[config.mk]
export PLATFORM = sky130hd
export DESIGN_NAME = disk_request_scheduler
export DESIGN_NICKNAME = d
export VERILOG_FILES = /design/src/sv/drs_pkg.sv /design/src/sv/drs_cell.sv /design/src/sv/disk_request_scheduler.sv
export VERILOG_INCLUDE_DIRS = /design/src /design/src/sv
export SDC_FILE = /design/constraint.sdc
export NUM_CORES = 1
export LEC_CHECK = 0
export BUFFER_PORTS_ARGS = -buffer_cell sky130_fd_sc_hd__buf_2
export CORE_MARGIN = 2
export CORE_UTILIZATION = 40
export CTS_BUF_LIST = sky130_fd_sc_hd__clkbuf_4
export DETAILED_ROUTE_END_ITERATION = 16
export PLACE_DENSITY = 0.55
export SKIP_LAST_GASP = 1
export SLEW_MARGIN = 20
export SYNTH_ARGS = -nofsm -noshare
export SYNTH_HDL_FRONTEND = slang
export SYNTH_HIERARCHICAL = 1
export SYNTH_SLANG_ARGS = --single-unit
[constraint.sdc]
create_clock -name clk -period 11.06 [get_ports clk]
set_input_delay 1.106 -clock clk [delete_from_list [all_inputs] [get_ports clk]]
set_output_delay 1.106 -clock clk [all_outputs]
set_load 0.01 [all_outputs]
[src/sv/disk_request_scheduler_macros.svh]
// Assertion macros for the disk request scheduler.
// Included by modules that carry concurrent checks; no other dependencies.
`ifndef DISK_REQUEST_SCHEDULER_MACROS_SVH
`define DISK_REQUEST_SCHEDULER_MACROS_SVH
`ifndef SYNTHESIS
`define DRS_ASSERT(label, clk, rst_n, prop, msg) \
  label: assert property (@(posedge clk) disable iff (!rst_n) (prop)) else $error(msg);
`define DRS_ASSERT_ALWAYS(label, clk, prop, msg) \
  label: assert property (@(posedge clk) (prop)) else $error(msg);
`else
`define DRS_ASSERT(label, clk, rst_n, prop, msg)
`define DRS_ASSERT_ALWAYS(label, clk, prop, msg)
`endif
`endif

[src/sv/drs_pkg.sv]
// Shared types and constants for the disk request scheduler.
// No dependencies.
`default_nettype none
package drs_pkg;
  localparam int QueueDepth = 16;
  localparam int BlockBits  = 16;
  localparam int TagBits    = 8;

  localparam logic [1:0] MODE_FCFS  = 2'd0;
  localparam logic [1:0] MODE_SSTF  = 2'd1;
  localparam logic [1:0] MODE_CSCAN = 2'd2;
  localparam logic [1:0] MODE_RSVD  = 2'd3;

  localparam logic [1:0] ST_ENQ   = 2'd0;
  localparam logic [1:0] ST_DISP  = 2'd1;
  localparam logic [1:0] ST_FULL  = 2'd2;
  localparam logic [1:0] ST_EMPTY = 2'd3;

  localparam logic FUNC_ENQ  = 1'b0;
  localparam logic FUNC_DISP = 1'b1;

  typedef struct packed {
    logic                 func;
    logic [BlockBits-1:0] block;
    logic                 is_write;
    logic [TagBits-1:0]   tag;
  } drs_in_t;

  typedef struct packed {
    logic [1:0]           status;
    logic [BlockBits-1:0] out_block;
    logic                 out_is_write;
    logic [TagBits-1:0]   out_tag;
    logic [BlockBits-1:0] seek_distance;
    logic [31:0]          total_distance;
    logic [4:0]           queue_count;
  } drs_out_t;

  // control broadcast from the sequencer to every cell
  typedef struct packed {
    logic       load;    // append at the tail cell
    logic       remove;  // drop the picked cell and close the gap
  } drs_ctl_t;
endpackage
`default_nettype wire

[src/sv/drs_cell.sv]
// One queue slot of the scheduler: holds a request and shifts toward the head.
// Depends on drs_pkg.
`default_nettype none
module drs_cell import drs_pkg::*; #(
  parameter int BLOCK_BITS = BlockBits,
  parameter int TAG_BITS   = TagBits
) (
  input  wire logic                  clk,
  input  wire drs_ctl_t              ctl,
  input  wire logic                  is_tail,  // slot at entry_count
  input  wire logic                  shift,    // slot at or above the picked one
  input  wire logic [BLOCK_BITS-1:0] new_block,
  input  wire logic                  new_write,
  input  wire logic [TAG_BITS-1:0]   new_tag,
  input  wire logic [BLOCK_BITS-1:0] up_block,  // neighbor above
  input  wire logic                  up_write,
  input  wire logic [TAG_BITS-1:0]   up_tag,
  output logic      [BLOCK_BITS-1:0] blk_r,
  output logic                       wr_r,
  output logic      [TAG_BITS-1:0]   tag_r
);
  logic [BLOCK_BITS-1:0] blk_nxt;
  logic                  wr_nxt;
  logic [TAG_BITS-1:0]   tag_nxt;

  always_comb begin
    blk_nxt = blk_r;
    wr_nxt  = wr_r;
    tag_nxt = tag_r;
    if (ctl.load && is_tail) begin
      blk_nxt = new_block;
      wr_nxt  = new_write;
      tag_nxt = new_tag;
    end else if (ctl.remove && shift) begin
      blk_nxt = up_block;
      wr_nxt  = up_write;
      tag_nxt = up_tag;
    end
  end

  always_ff @(posedge clk) begin
    blk_r <= blk_nxt;
    wr_r  <= wr_nxt;
    tag_r <= tag_nxt;
  end
endmodule
`default_nettype wire

[src/sv/disk_request_scheduler.sv]
// Disk request scheduler.
// Channels: in_valid/in_stall/in_data carries one command beat (enqueue or
// dispatch); out_valid/out_stall/out_data returns exactly one result beat per
// command. cfg_valid/cfg_ready/cfg_data writes the scheduling mode (0 FCFS,
// 1 shortest seek, 2 circular scan, 3 acts as FCFS).
// Requests sit in a row of cells in arrival order. An enqueue, a dropped
// enqueue or a dispatch on an empty queue goes from accept through S_SCAN
// and S_OUT to the result register. A dispatch scans the cells one per cycle
// with a single compare unit, then passes through S_DONE, which it re-enters
// when circular scan wraps to the lowest block; removing the picked
// cell shifts all the upper cells down by one together.
// One command is in flight at a time; in_stall is high while busy or while a
// result waits in the output register. A stalled result holds out_data.
// Reset (synchronous, rst_n low) empties the queue, sets head and total to
// zero and the mode to FCFS; no clearing pass is needed.
// Dispatch results carry the picked request, |block - old head| and the
// saturating total; other statuses carry zeros there but the current total.
`default_nettype none
module disk_request_scheduler import drs_pkg::*; #(
  parameter int QUEUE_DEPTH = QueueDepth
) (
  input  wire logic       clk,
  input  wire logic       rst_n,
  input  wire logic       in_valid,
  output logic            in_stall,
  input  wire drs_in_t    in_data,
  output logic            out_valid,
  input  wire logic       out_stall,
  output drs_out_t        out_data,
  input  wire logic       cfg_valid,
  output logic            cfg_ready,
  input  wire logic [1:0] cfg_data
);
`include "disk_request_scheduler_macros.svh"
  localparam int IW = $clog2(QUEUE_DEPTH);
  localparam int CW = $clog2(QUEUE_DEPTH + 1);

  localparam logic [1:0] S_IDLE = 2'd0;
  localparam logic [1:0] S_SCAN = 2'd1;
  localparam logic [1:0] S_DONE = 2'd2;
  localparam logic [1:0] S_OUT  = 2'd3;

  logic [1:0]           state_r, state_nxt;
  logic [1:0]           mode_r;
  logic [CW-1:0]        cnt_r, cnt_nxt;
  logic [BlockBits-1:0] head_r, head_nxt;
  logic [31:0]          total_r, total_nxt;
  logic [IW-1:0]        idx_r, idx_nxt;
  logic [IW-1:0]        best_r, best_nxt;
  logic [BlockBits-1:0] bd_r, bd_nxt;
  logic                 found_r, found_nxt;
  logic [IW-1:0]        low_r, low_nxt;
  logic [BlockBits-1:0] lowb_r, lowb_nxt;
  logic                 ov_r, ov_nxt;
  drs_out_t             res_r, res_nxt;
  drs_in_t              cmd_r;
  drs_ctl_t             ctl;

  logic [BlockBits-1:0] c_blk [QUEUE_DEPTH];
  logic                 c_wr  [QUEUE_DEPTH];
  logic [TagBits-1:0]   c_tag [QUEUE_DEPTH];

  logic accept;
  assign accept    = in_valid && !in_stall;
  assign in_stall  = (state_r != S_IDLE) || ov_r;
  assign cfg_ready = (state_r == S_IDLE);
  assign out_valid = ov_r;
  assign out_data  = res_r;

  for (genvar g = 0; g < QUEUE_DEPTH; g++) begin : g_cell
    logic [BlockBits-1:0] ub;
    logic                 uw;
    logic [TagBits-1:0]   ut;
    if (g == QUEUE_DEPTH - 1) begin : g_top
      assign ub = c_blk[g];
      assign uw = c_wr[g];
      assign ut = c_tag[g];
    end else begin : g_mid
      assign ub = c_blk[g+1];
      assign uw = c_wr[g+1];
      assign ut = c_tag[g+1];
    end
    drs_cell #(
      .BLOCK_BITS(BlockBits),
      .TAG_BITS  (TagBits)
    ) u_cell (
      .clk(clk), .ctl(ctl),
      .is_tail(cnt_r == CW'(g)),
      .shift(IW'(g) >= best_r),
      .new_block(cmd_r.block), .new_write(cmd_r.is_write), .new_tag(cmd_r.tag),
      .up_block(ub), .up_write(uw), .up_tag(ut),
      .blk_r(c_blk[g]), .wr_r(c_wr[g]), .tag_r(c_tag[g])
    );
  end

  // scan compare on the cell at idx_r
  logic [BlockBits-1:0] sb, sgap, pb;
  logic                 last;
  logic [32:0]          sum;
  assign sb   = c_blk[idx_r];
  assign sgap = (sb > head_r) ? sb - head_r : head_r - sb;
  assign last = (CW'(idx_r) + CW'(1)) >= cnt_r;
  assign pb   = c_blk[best_r];
  logic [BlockBits-1:0] pgap;
  assign pgap = (pb > head_r) ? pb - head_r : head_r - pb;
  assign sum  = {1'b0, total_r} + 33'(pgap);

  always_comb begin
    state_nxt = state_r;
    cnt_nxt   = cnt_r;
    head_nxt  = head_r;
    total_nxt = total_r;
    idx_nxt   = idx_r;
    best_nxt  = best_r;
    bd_nxt    = bd_r;
    found_nxt = found_r;
    low_nxt   = low_r;
    lowb_nxt  = lowb_r;
    ov_nxt    = ov_r && out_stall;
    res_nxt   = res_r;
    ctl       = '0;
    unique case (state_r)
      S_IDLE: begin
        if (accept) begin
          idx_nxt   = '0;
          best_nxt  = '0;
          found_nxt = 1'b0;
          low_nxt   = '0;
          state_nxt = S_SCAN;
        end
      end
      S_SCAN: begin
        res_nxt = '0;
        res_nxt.total_distance = total_r;
        res_nxt.queue_count    = 5'(cnt_r);
        if (cmd_r.func == FUNC_ENQ) begin
          if (cnt_r == CW'(QUEUE_DEPTH)) begin
            res_nxt.status = ST_FULL;
          end else begin
            ctl.load = 1'b1;
            cnt_nxt  = cnt_r + CW'(1);
            res_nxt.status = ST_ENQ;
            res_nxt.queue_count = 5'(cnt_r + CW'(1));
          end
          state_nxt = S_OUT;
        end else if (cnt_r == '0) begin
          res_nxt.status = ST_EMPTY;
          state_nxt = S_OUT;
        end else begin
          unique case (mode_r)
            MODE_SSTF: begin
              if (idx_r == '0 || sgap < bd_r) begin
                bd_nxt = sgap;
                best_nxt = idx_r;
              end
            end
            MODE_CSCAN: begin
              if (sb > head_r && (!found_r || sgap < bd_r)) begin
                found_nxt = 1'b1;
                bd_nxt = sgap;
                best_nxt = idx_r;
              end
              if (idx_r == '0 || sb < lowb_r) begin
                low_nxt = idx_r;
                lowb_nxt = sb;
              end
            end
            default: ;
          endcase
          idx_nxt = idx_r + IW'(1);
          if (last) state_nxt = S_DONE;
        end
      end
      S_DONE: begin
        if (mode_r == MODE_CSCAN && !found_r) begin
          best_nxt = low_r;
        end
        state_nxt = S_OUT;
        // stay in S_DONE while CSCAN falls back to the low entry, until best_r holds it
        if (mode_r == MODE_CSCAN && !found_r && best_r != low_r) state_nxt = S_DONE;
        else begin
          res_nxt.status       = ST_DISP;
          res_nxt.out_block    = pb;
          res_nxt.out_is_write = c_wr[best_r];
          res_nxt.out_tag      = c_tag[best_r];
          res_nxt.seek_distance = pgap;
          total_nxt = sum[32] ? 32'hFFFF_FFFF : sum[31:0];
          res_nxt.total_distance = total_nxt;
          head_nxt = pb;
          cnt_nxt  = cnt_r - CW'(1);
          res_nxt.queue_count = 5'(cnt_r - CW'(1));
          ctl.remove = 1'b1;
        end
      end
      S_OUT: begin
        if (!ov_r) begin
          ov_nxt = 1'b1;
          state_nxt = S_IDLE;
        end
      end
      default: state_nxt = S_IDLE;
    endcase
  end

  always_ff @(posedge clk) begin
    if (!rst_n) begin
      state_r <= S_IDLE;
      mode_r  <= MODE_FCFS;
      cnt_r   <= '0;
      head_r  <= '0;
      total_r <= '0;
      ov_r    <= 1'b0;
    end else begin
      state_r <= state_nxt;
      cnt_r   <= cnt_nxt;
      head_r  <= head_nxt;
      total_r <= total_nxt;
      ov_r    <= ov_nxt;
      if (cfg_valid && cfg_ready) mode_r <= cfg_data;
    end
  end

  always_ff @(posedge clk) begin
    if (accept) cmd_r <= in_data;
    idx_r   <= idx_nxt;
    best_r  <= best_nxt;
    bd_r    <= bd_nxt;
    found_r <= found_nxt;
    low_r   <= low_nxt;
    lowb_r  <= lowb_nxt;
    res_r   <= res_nxt;
  end

  `DRS_ASSERT(a_cnt_range, clk, rst_n, cnt_r <= CW'(QUEUE_DEPTH), "queue count overflow")
  `DRS_ASSERT(a_no_accept_busy, clk, rst_n, (state_r != S_IDLE) |-> !accept, "accept while busy")
  `DRS_ASSERT(a_total_mono, clk, rst_n, $past(rst_n) |-> total_r >= $past(total_r), "total decreased")
  `DRS_ASSERT(a_one_ctl, clk, rst_n, !(ctl.load && ctl.remove), "load and remove together")
endmodule
`default_nettype wire
==> out/qor.csv <==
metric;value;unit
Pre-antenna DRT Iters;5;
pin count of the biggest net entering global routing;108;
worst skew pair latency;1.09;ns
total gr overflow;0;
Buf/Inv on CP;2;
Worst-path clk slew;0.06;ns
Die H;306;µm
CTS tree;done;
Seq pwr share;26.5;%
RePlAce Congestion;0.874;
H-tree depth;4;
Async S/R FF share, synth;0;%
vias per cell;5.85;
CP max FO;94;
cts hold-fix bufs;0;
Avg WL per Cell;26.7;µm
WS Path Type;reg2reg;
Hold Crit Class;in2reg;
cell taking the most area after synthesis;edfxtp_1;
Die X;306;µm
maxcap violations;0;
post-CTS sizing;0;
share of cells above drive strength 1;38.1;%
CP max stage cell;mux4_2;
setup bufs post-CTS;0;
Clock Tree Root;clkbuf_4;
HPWL Detailed;67.8;mm
first-pass GRT wire length;159;mm
GR Util All Layers;22.9;%
initial antenna violation count;6;
Sw Share;44.7;%
slowest stage delay, CP;0.63;ns
R2R Setup Slk;3.10;ns
Final Setup Violations;0;
sequential area share after synthesis;48.7;%
area of the multi-input gates;0.0174;mm²
IO Pins;116;
cell leakage power;15.8;nW
row count;110;
post-route non-filler standard cell count;4016;
clock share of power;16.2;%
Area contributors post-synth;edfxtp_1 45%, mux4_2 13%, mux2_4 13%;
Max VDD drop;0.000180;V
placed insts;3703;
clock sinks;609;
top cell type's share of synthesized area;45.5;%
cell area power density;333;mW/mm²
count of cell types in the netlist;87;
Yosys warnings;6;
Top FF cell, synth;edfxtp_1;
Critical Path AT;8.73;ns
Clock Path Buffers;3;
FF+latch area;0.0177;mm²
Area Overhead vs Synth;10.4;%
total core area;0.0900;mm²
cell family with most CP delay;compound AO/OA/AOI/OAI gates;
Cells after Synth;2518;
critical path cell sequence;buf_12, mux4_2, mux4_2, ha_1, nand4_1, a211oi_2, o21ai_1, a21oi_2, buf_4, mux2i_1, a31oi_2, o21bai_1, xor2_1, ha_1, and3_1, a221oi_1, o2bb2ai_1, a21o_1, a21o_1, nand2_1, mux2_2;
vias in the first global route;23900;
clk_skew;0.0827;ns
Vias;23500;
Psw;0.00598;W
fin crit share;72.0;%
Comb power frac;57.3;%
Req. time, crit path;11.83;ns
Seq cells post-synth;609;
fin. max-slew vios;0;
total routed wirelength;107;mm
fmax;126;MHz
Nets;2867;
Mapped Avg Cell Area;14.4;µm²
TritonCTS buffer count;173;
Critical Path Source Type;flop;
PortBufs;115;
die area;0.0933;mm²
Int Power;0.00741;W
1st-iter DRT viols;2068;
status;finished, final reports clean;
Hold Fails Final Rpt;0;
worst hold slack;0.215;ns
Post-Syn Area;0.0364;mm²
Syn Nets;2683;
RSZ-0062 raised after global routing;false;
Final min period;7.96;ns
Worst-Margin Slew;1.04;ns
# DRC;0;
setup tns final;0;ns
Worst slew margin;30.6;%
Filler cells;8191;
endpoint class of the critical path;flop;
Post-synth EDFFs;551;
antenna-violating nets left;0;
Initial Utilization;40.4;%
state kept, by name, summed over array words and instances (netlist names), 5 cells and up:
signal               count
g_cell.u_cell/blk_r    256
g_cell.u_cell/tag_r    128
out_data                80
total_r                 32
cmd_r                   26
bd_r                    16
g_cell.u_cell/wr_r      16
head_r                  16
lowb_r                  16
cnt_r                    5
worst paths after layout:
check	startpoint	end	cells after the start
worst max-delay path	best_r[0]	out_data[36]	21
worst min-delay path	in_data[8]	cmd_r[8]	1
worst max register to register	best_r[0]	out_data[36]	21
worst min register to register	head_r[15]	head_r[15]	2
through the flow:
stage | total power [W] | setup slack, ns | util, % | instance area, µm²
after floorplan | 0.00896 | 3.86 | - | 36400
after global placement | 0.0112 | 2.96 | 42.1 | 37900
after detailed placement | 0.0112 | 3.22 | 42.1 | 37900
after CTS | 0.0135 | 3.16 | 44.6 | 40100
after global routing | 0.0143 | 2.74 | 44.6 | 40200
final | 0.0134 | 3.10 | 44.6 | 40200
final cells by class:
cell class	count	share of cell area [%]
Inverter	126	1.18
Timing Repair Buffer	152	2.22
Clock buffer	251	4.69
Antenna cell	7	0.0436
Tap cell	1176	3.66
Clock inverter	55	0.885
Multi-Input combinational cell	1640	43.2
Sequential cell	609	44.1
cell usage after synthesis (6+ instances only):
library cell,number
a211oi_1,27
a21o_1,30
a21oi_1,142
a311oi_1,7
a31oi_1,10
and2_1,34
and3_1,23
buf_1,17
buf_2,27
buf_6,35
clkbuf_1,58
dfxtp_1,58
edfxtp_1,551
ha_1,127
inv_1,124
mux2_2,105
mux2_4,304
mux2i_1,20
mux4_2,205
nand2_1,125
nand2_4,16
nand2b_1,10
nand3_1,30
nand4_1,18
nor2_1,125
nor2b_1,12
nor3_1,29
o2111ai_1,6
o211ai_1,7
o21a_1,10
o21ai_0,52
o21ai_1,6
o21bai_1,9
xnor2_1,31
xor2_1,18
kinds of logic after synthesis:
kind of cell	count (synthesis)	share of synthesized area, %
adders and majority gates	132	4.64
and+or+nand+nor	451	6.15
xor gates and xnor gates	49	1.18
muxes	635	29.1
AOI/OAI and AO/OA	372	6.61
buffers and inverters	269	3.65
other	1	0.0103
DFF	609	48.7
power groups by stage:
stage | Sequential, W | Combinational, W | Clock [W]
2_1_floorplan | 0.00354 | 0.00541 | 0
3_3_place_gp | 0.00358 | 0.00762 | 0
3_5_place_dp | 0.00360 | 0.00765 | 0
4_1_cts | 0.00355 | 0.00768 | 0.00224
5_1_grt | 0.00361 | 0.00837 | 0.00235
6_report | 0.00355 | 0.00767 | 0.00217
layout by cell type, fill, tap and decap left out, drive strengths merged, types with 30 or more instances in the layout:
cell,synthesis,routed
edfxtp,551,551
a21oi,146,146
mux4,205,205
dfxtp,58,58
clkinv,0,47
clkbuf,59,251
a21o,30,30
buf,84,152
nand3,30,30
nor2,125,125
o21ai,58,58
inv,126,128
and2,34,34
mux2,410,410
xnor2,31,31
ha,127,127
nand2,141,141
routing by layer:
layer | wire length [µm] | up-vias | global-route usage, %
met5 | 0 | - | 0
met4 | 2620 | 0 | 7.79
met3 | 7570 | 176 | 4.35
met2 | 50500 | 996 | 36.7
met1 | 46500 | 12000 | 31.4
li1 | - | 10300 | -
Power figures use the tool's default switching activity.
